`src/kett_pkg.sv`:
```
// ----------------------------------------------------------------------------
// kett_pkg: shared types and helpers for the keyed entry table
// Item layouts, operation and status codes, the cell command and scan token,
// and the name cleanup applied before a name is stored.
// ----------------------------------------------------------------------------
package kett_pkg;

  localparam int DEPTH_DEF  = 32;
  localparam int NAME_BYTES = 8;
  localparam int KEY_W      = 32;
  localparam int VAL_W      = 64;
  localparam int CAP_W      = 6;
  localparam int CNT_OUT_W  = 6;

  localparam logic [CAP_W-1:0] CAP_RESET = 6'd32;

  typedef enum logic [1:0] {
    KIND_ADD,
    KIND_DEL,
    KIND_GET,
    KIND_UPD
  } kind_t;

  typedef enum logic [2:0] {
    ST_OK,
    ST_FULL,
    ST_DUP,
    ST_MISSING,
    ST_COLLIDE
  } status_t;

  typedef enum logic [1:0] {
    CMD_NONE,
    CMD_APPEND,
    CMD_REPLACE,
    CMD_SHIFT
  } cmd_op_t;

  typedef struct packed {
    kind_t                     kind;
    logic signed [KEY_W-1:0]   key;
    logic signed [KEY_W-1:0]   new_key;
    logic        [VAL_W-1:0]   value;
  } in_item_t;

  typedef struct packed {
    status_t                   status;
    logic signed [KEY_W-1:0]   found_key;
    logic        [VAL_W-1:0]   found_value;
    logic        [CNT_OUT_W-1:0] entry_count;
  } out_item_t;

  // Command broadcast to every cell for one cycle after a scan.
  typedef struct packed {
    cmd_op_t            op;
    logic [KEY_W-1:0]   key;
    logic [VAL_W-1:0]   value;
  } cmd_t;

  // Token that walks the cell row once per operation.
  typedef struct packed {
    logic               live;
    logic               hit;
    logic               nhit;
    logic [VAL_W-1:0]   fval;
  } token_t;

  // Keeps the bytes before the first zero byte and below NAME_BYTES.
  function automatic logic [VAL_W-1:0] clean_name(input logic [VAL_W-1:0] v);
    logic [VAL_W-1:0] r;
    logic             ended;
    r     = '0;
    ended = 1'b0;
    for (int b = 0; b < 8; b++) begin
      if (b >= NAME_BYTES || v[8*b +: 8] == 8'h00) begin
        ended = 1'b1;
      end
      if (!ended) begin
        r[8*b +: 8] = v[8*b +: 8];
      end
    end
    return r;
  endfunction

endpackage

```
`src/kett_cell.sv`:
```
// ----------------------------------------------------------------------------
// kett_cell: one entry slot of the keyed entry table
// Holds one key and name, checks the passing scan token against the query
// keys, hands the token on, and applies the broadcast command.
// ----------------------------------------------------------------------------
module kett_cell #(
  parameter int DEPTH = kett_pkg::DEPTH_DEF,
  parameter int IDX   = 0,
  localparam int CntW = $clog2(DEPTH + 1)
) (
  input  logic                      clk,
  input  logic                      rst_n,
  input  kett_pkg::token_t          tok_in,
  output kett_pkg::token_t          tok_out,
  input  logic [kett_pkg::KEY_W-1:0] q_key,
  input  logic [kett_pkg::KEY_W-1:0] q_new_key,
  input  logic [CntW-1:0]           q_count,
  input  kett_pkg::cmd_t            cmd,
  input  logic [kett_pkg::KEY_W-1:0] nbr_key,
  input  logic [kett_pkg::VAL_W-1:0] nbr_value,
  output logic [kett_pkg::KEY_W-1:0] key_out,
  output logic [kett_pkg::VAL_W-1:0] value_out
);
  import kett_pkg::*;

  localparam logic [CntW-1:0] MyIdx = CntW'(IDX);

  logic [KEY_W-1:0] key_r;
  logic [VAL_W-1:0] value_r;
  token_t           tok_r;
  token_t           tok_nxt;
  logic             sel_r;
  logic             after_r;
  logic             in_use;
  logic             key_hit;
  logic             nkey_hit;
  logic             first_hit;

  assign in_use    = MyIdx < q_count;
  assign key_hit   = in_use && (key_r == q_key);
  assign nkey_hit  = in_use && (key_r == q_new_key);
  assign first_hit = tok_in.live && key_hit && !tok_in.hit;

  always_comb begin
    tok_nxt.live = tok_in.live;
    tok_nxt.hit  = tok_in.live && (tok_in.hit || key_hit);
    tok_nxt.nhit = tok_in.live && (tok_in.nhit || nkey_hit);
    tok_nxt.fval = first_hit ? value_r : tok_in.fval;
  end

  // The token also leaves two marks here: this slot is the match, and this
  // slot is at or past the match (those slots move down on a delete).
  always_ff @(posedge clk) begin
    if (!rst_n) begin
      tok_r   <= '0;
      sel_r   <= 1'b0;
      after_r <= 1'b0;
    end else begin
      tok_r <= tok_nxt;
      if (tok_in.live) begin
        sel_r   <= first_hit;
        after_r <= tok_in.hit || key_hit;
      end
    end
  end

  always_ff @(posedge clk) begin
    case (cmd.op)
      CMD_APPEND: begin
        if (MyIdx == q_count) begin
          key_r   <= cmd.key;
          value_r <= cmd.value;
        end
      end
      CMD_REPLACE: begin
        if (sel_r) begin
          key_r   <= cmd.key;
          value_r <= cmd.value;
        end
      end
      CMD_SHIFT: begin
        if (after_r) begin
          key_r   <= nbr_key;
          value_r <= nbr_value;
        end
      end
      default: begin
      end
    endcase
  end

  assign tok_out   = tok_r;
  assign key_out   = key_r;
  assign value_out = value_r;

endmodule

```
`config.mk`:
```
export PLATFORM = sky130hd
export DESIGN_NAME = kett_cell
export DESIGN_NICKNAME = d
export VERILOG_FILES = /design/src/kett_pkg.sv /design/src/kett_cell.sv
export SDC_FILE = /design/constraint.sdc
export NUM_CORES = 1
export LEC_CHECK = 0
export BUFFER_PORTS_ARGS = -buffer_cell sky130_fd_sc_hd__buf_2
export CAP_MARGIN = 10
export CORE_AREA = 4 4 189 191
export CTS_CLUSTER_DIAMETER = 50
export DETAILED_ROUTE_END_ITERATION = 10
export DIE_AREA = 0 0 193 195
export GPL_ROUTABILITY_DRIVEN = 0
export SLEW_MARGIN = 20
export SYNTH_ARGS = -nofsm -noshare
export SYNTH_HDL_FRONTEND = slang
export SYNTH_SLANG_ARGS = --single-unit
```
`constraint.sdc`:
```
create_clock -name clk -period 33.4 [get_ports clk]
set_clock_uncertainty 0.2 [all_clocks]
set_input_delay 10.02 -clock clk [delete_from_list [all_inputs] [get_ports clk]]
set_output_delay 10.02 -clock clk [all_outputs]
set_load 0.01 [all_outputs]
```
# Yosys cells after proc, flatten, opt, wreduce, memory -nomap -nowiden
# Index checks and enable logic that the tools add are counted.
# word_totals
ff_bits,165
input_bits,333
out_inout_bits,163
wordCells,38
# classes
order_cmp,1
eq_ne,8
mux,9
n_reduce_logical,12
# ops
cell,count
64-bit two-way mux,4
64-bit one-hot mux with 3 select lines,1
32-bit two-way mux,3
32-bit one-hot mux with 3 select lines,1
32-bit == test,2
1-bit logical AND,6
6-bit logical NOT,1
"1-bit by 6-bit < comparator with 1-bit output, first input constant",1
"2-bit != test, second input constant",3
"2-bit == test, second input constant",2
4-bit AND reduction,1
3-bit nonzero test,1
"2-bit by 1-bit == test with 1-bit output, second input constant",1
1-bit logical OR,2
1-bit logical NOT,1

# Logic depth before layout (Yosys ltp)
# depth
word_depth,5
ltp_mapped,7
mapped_depth_nobuf,5

# Worst setup path after synthesis
# No wires, ideal clock.
# synth_timing
kind,in2reg
from,input port q_count[3]
to,"register key_r[0], in the netlist key_out[0] (enable)"
setup_time_ns,0.683
arrival_ns,17.127
required_time_ns,32.517
path_slack_ns,15.390
stages,3
n_path_buf,0
path_cell_list,nor4_1 nand2_1 o21ai_0
# synth_via
elab_chain_cells,3
# synth_rtl
item,line_no,text
from (decl),kett_cell.sv:17,"input logic [CntW-1:0] q_count,"
6-bit logical NOT,kett_cell.sv:70,if (MyIdx == q_count) begin
2-bit != test (no line),n/a,
4-bit AND reduction (no line),n/a,
to (signal assigned),kett_cell.sv:71,key_r <= cmd.key;
to (signal assigned),kett_cell.sv:77,key_r <= cmd.key;
to (signal assigned),kett_cell.sv:83,key_r <= nbr_key;
to (decl),kett_cell.sv:28,logic [KEY_W-1:0] key_r;
# Every way passes these cells.
# A chain may end at the register's enable or synchronous reset.

# Final worst setup path
# layout_timing
from,input port q_key[6] in the netlist's numbering
to,register tok_r (netlist bit tok_out[34])
# layout_via
elab_chain_cells,5
# layout_rtl
item,line_no,text
from (decl),kett_cell.sv:15,"input logic [kett_pkg::KEY_W-1:0] q_key,"
32-bit == test,kett_cell.sv:40,assign key_hit = in_use && (key_r == q_key);
1-bit logical AND,kett_cell.sv:40,
1-bit logical AND (2 in a row),kett_cell.sv:42,assign first_hit = tok_in.live && key_hit && !tok_in.hit;
64-bit two-way mux,kett_cell.sv:48,tok_nxt.fval = first_hit ? value_r : tok_in.fval;
to (signal assigned),kett_cell.sv:59,tok_r <= tok_nxt;
to (decl),kett_cell.sv:30,token_t tok_r;
# Every way passes these cells.

==> reports/metrics.yaml <==
cts_root_buffer: "clkbuf_16"
fin_area_um2: 11000
synthXorXnorAreaFrac_pct: 7.49
grt_pass1_wl_um: 37200
ys_seq_area_share_pct: 57.0
holdBufCountCts: 0
wl_per_cell_um: 17.0
synth_seq_cells: 165
synth_simple_gate_area_share_pct: 8.93
ys_types: 26
grt_max_degree: 89
drive_gt1_share_pct: 57.8
hold_violations: 0
clock_power_share_pct: 41.4
path_cells: "buf_2 > xor2_1 > nor4_1 > nand4_1 > nor4_4 > buf_4 > buf_4 > mux2i_1"
grt_remaining_overflow: 0
dr.pass1.iters: 5
p_seq_share_pct: 46.3
fin_crit_sh_pct: 38.7
cts_sinks: 165
endpoint_kind: "flop"
synth_top_family_by_area: "multiplexers"
die_area_um2: 37600
die_height_um: 195
area_growth_syn_to_layout_pct: 46.9
worstPathRequired_ps: 33550
drt-initial-drc-count: 168
synth_compound_area_share_pct: 0.535
hp-class: "flop to flop"
setup_viol: 0
p_sw_w: 0.000115
rsz0062_at_grt: "false"
maxCapViolations: 0
netlist_instances: 591
first_global_vias: 6531
crit_fanout: 50
cp_num_buf_inv: 3
initial_core_util_pct: 21.9
p_leak_nw: 4.86
via_per_inst: 4.07
syn_nets: 924
post_dp_cell_area_um2: 10400
drc: 0
cts_setup_buffers: 0
status: "completed"
fin_crit_ps: 12930
maxSlewHeadroom_pct: 39.3
synth_adder_area_share_pct: 0
combPwrFrac_pct: 12.3
crit_type: "input port to flop"
crit_arrival_ps: 13080
sw_frac_of_total_pct: 23.5
vdd.ir_drop.worst_v: 0.0000342
start_kind: "input port"
cpMostUsedCell: "buf_4"
max_stage_delay_ps: 710
drt_wl_total_um: 26300
diodes: 0
critPathTopFamily: "simple AND/OR/NAND/NOR gates"
setup_tns_ps: 0
cts_buffers: 17
hpwl_um: 21600
std_cell_rows: 68
slowest_stage: "buf_4"
p_per_area_nw_per_um2: 44.6
clk_latency_ps: 440
ctsResizeCount: 0
fmax_ghz: 0.0774
tritoncts: "built"
grt_usage_pct: 13.3
worst-slew-pin-transition_ps: 910
fp.coreArea_um2: 34100
drv_slew: 0
path_clk_slew_ps: 70
yosys-mux-area-fraction_pct: 23.1
final_common_cell: "buf_2"
cts_buffer_depth: 2
ys_warn_count: 0
syn_avg_cell_area_um2: 12.7
p_total_w: 0.000490
antenna_found_initial: 0
syn_area_um2: 7490
vias: 6291
most-common-layout-cells: "buf_2, nand2_1, mux2_2"
io_pins: 496
final_antenna_net_count: 0
internal-power_w: 0.000375
die_w_um: 193
port_buffers: 495
htreeDepth: 4
fin_nets: 1412
-- final timing paths --
kind                               startpoint     endpoint  slack (ps)  cells after the start
worst min-delay path            value_out[42]  tok_out[42]         330                      2
worst min register to register  value_out[42]  tok_out[42]         330                      2
worst max-delay path                 q_key[6]  tok_out[34]       20470                      8
worst max register to register    key_out[28]  tok_out[34]       29570                      7
-- flip-flops by register name, indices dropped and copies added (netlist names) --
signal	cells
after_r	1
key_out	32
tok_out	67
value_out	64
sel_r	1
-- cells in the mapped netlist --
library cell / count / area, um^2
mux2i_1: 64 / 641
inv_1: 2 / 7.51
clkbuf_1: 19 / 71.3
nor4_1: 10 / 62.6
edfxtp_1: 96 / 2880
nor2b_1: 1 / 6.26
o21a_1: 1 / 7.51
nor4_2: 1 / 12.5
xnor2_1: 30 / 263
dfxtp_1: 69 / 1380
a21oi_1: 1 / 5.00
mux2_2: 97 / 1090
o21ai_0: 2 / 10.0
nand3_1: 1 / 5.00
buf_4: 1 / 7.51
xor2_1: 34 / 298
nor2_1: 4 / 15.0
nor3_1: 1 / 5.00
nand2b_1: 1 / 6.26
buf_1: 6 / 22.5
o31a_1: 1 / 8.76
buf_6: 1 / 11.3
nand4_1: 9 / 56.3
buf_12: 5 / 100
nand2_1: 133 / 499
a41oi_1: 1 / 8.76
-- metrics by stage --
step / setup WS, ps / util (%) / hold slack (ps) / instances
floorplan: 15390 / - / 295 / 591
global placement: 20090 / 30.5 / 311 / 1515
detailed placement: 20010 / 30.5 / 321 / 1515
CTS: 20470 / 32.2 / 338 / 1547
global route: 20440 / 32.2 / 370 / 1547
finish: 20470 / 32.2 / 334 / 1547
-- cells by family after synthesis --
logic type             Yosys count
flip-flops                     165
buffers and inverters           34
XOR/XNOR                        64
multiplexers                   161
AO/OA/AOI/OAI                    6
AND/OR/NAND/NOR                161
-- power by group through the flow --
| stage | Sequential [W] | Combinational, W | Clock, W |
|---|---|---|---|
| final | 0.000227 | 0.0000605 | 0.000203 |
| after global routing | 0.000227 | 0.0000667 | 0.000216 |
| after CTS | 0.000227 | 0.0000617 | 0.000210 |
| after detailed placement | 0.000231 | 0.0000613 | 0 |
| after global placement | 0.000231 | 0.0000604 | 0 |
| after floorplan | 0.000235 | 0.0000237 | 0 |
-- layout make-up --
cell class / instances / area [um^2]
clock buffers: 22 / 485
clock inverters: 10 / 118
fillers: 3546 / 23100
inverters: 2 / 7.51
multi-input cells: 392 / 3030
flip-flops and latches: 165 / 4260
well taps: 455 / 569
repair buffers: 501 / 2520
-- worst reg2reg max path, cell delays in order, from the launching register on --
cell and delay (ps):
edfxtp_1 540, xor2_1 210, nor4_1 520, nand4_1 480, nor4_4 370, buf_4 320, buf_4 730, mux2i_1 390
-- metal layers --
| layer | share of wire [%] | vias to the layer above | GRT usage [%] | routed length [um] |
|---|---|---|---|---|
| li1 | - | 3047 | - | - |
| met1 | 36 | 2899 | 13.8 | 9560 |
| met2 | 53 | 313 | 25.0 | 14000 |
| met3 | 8.1 | 32 | 3.75 | 2140 |
| met4 | 2.3 | 0 | 5.06 | 608 |
| met5 | 0 | - | 0 | 0 |
(Power assumes the default switching activity.)
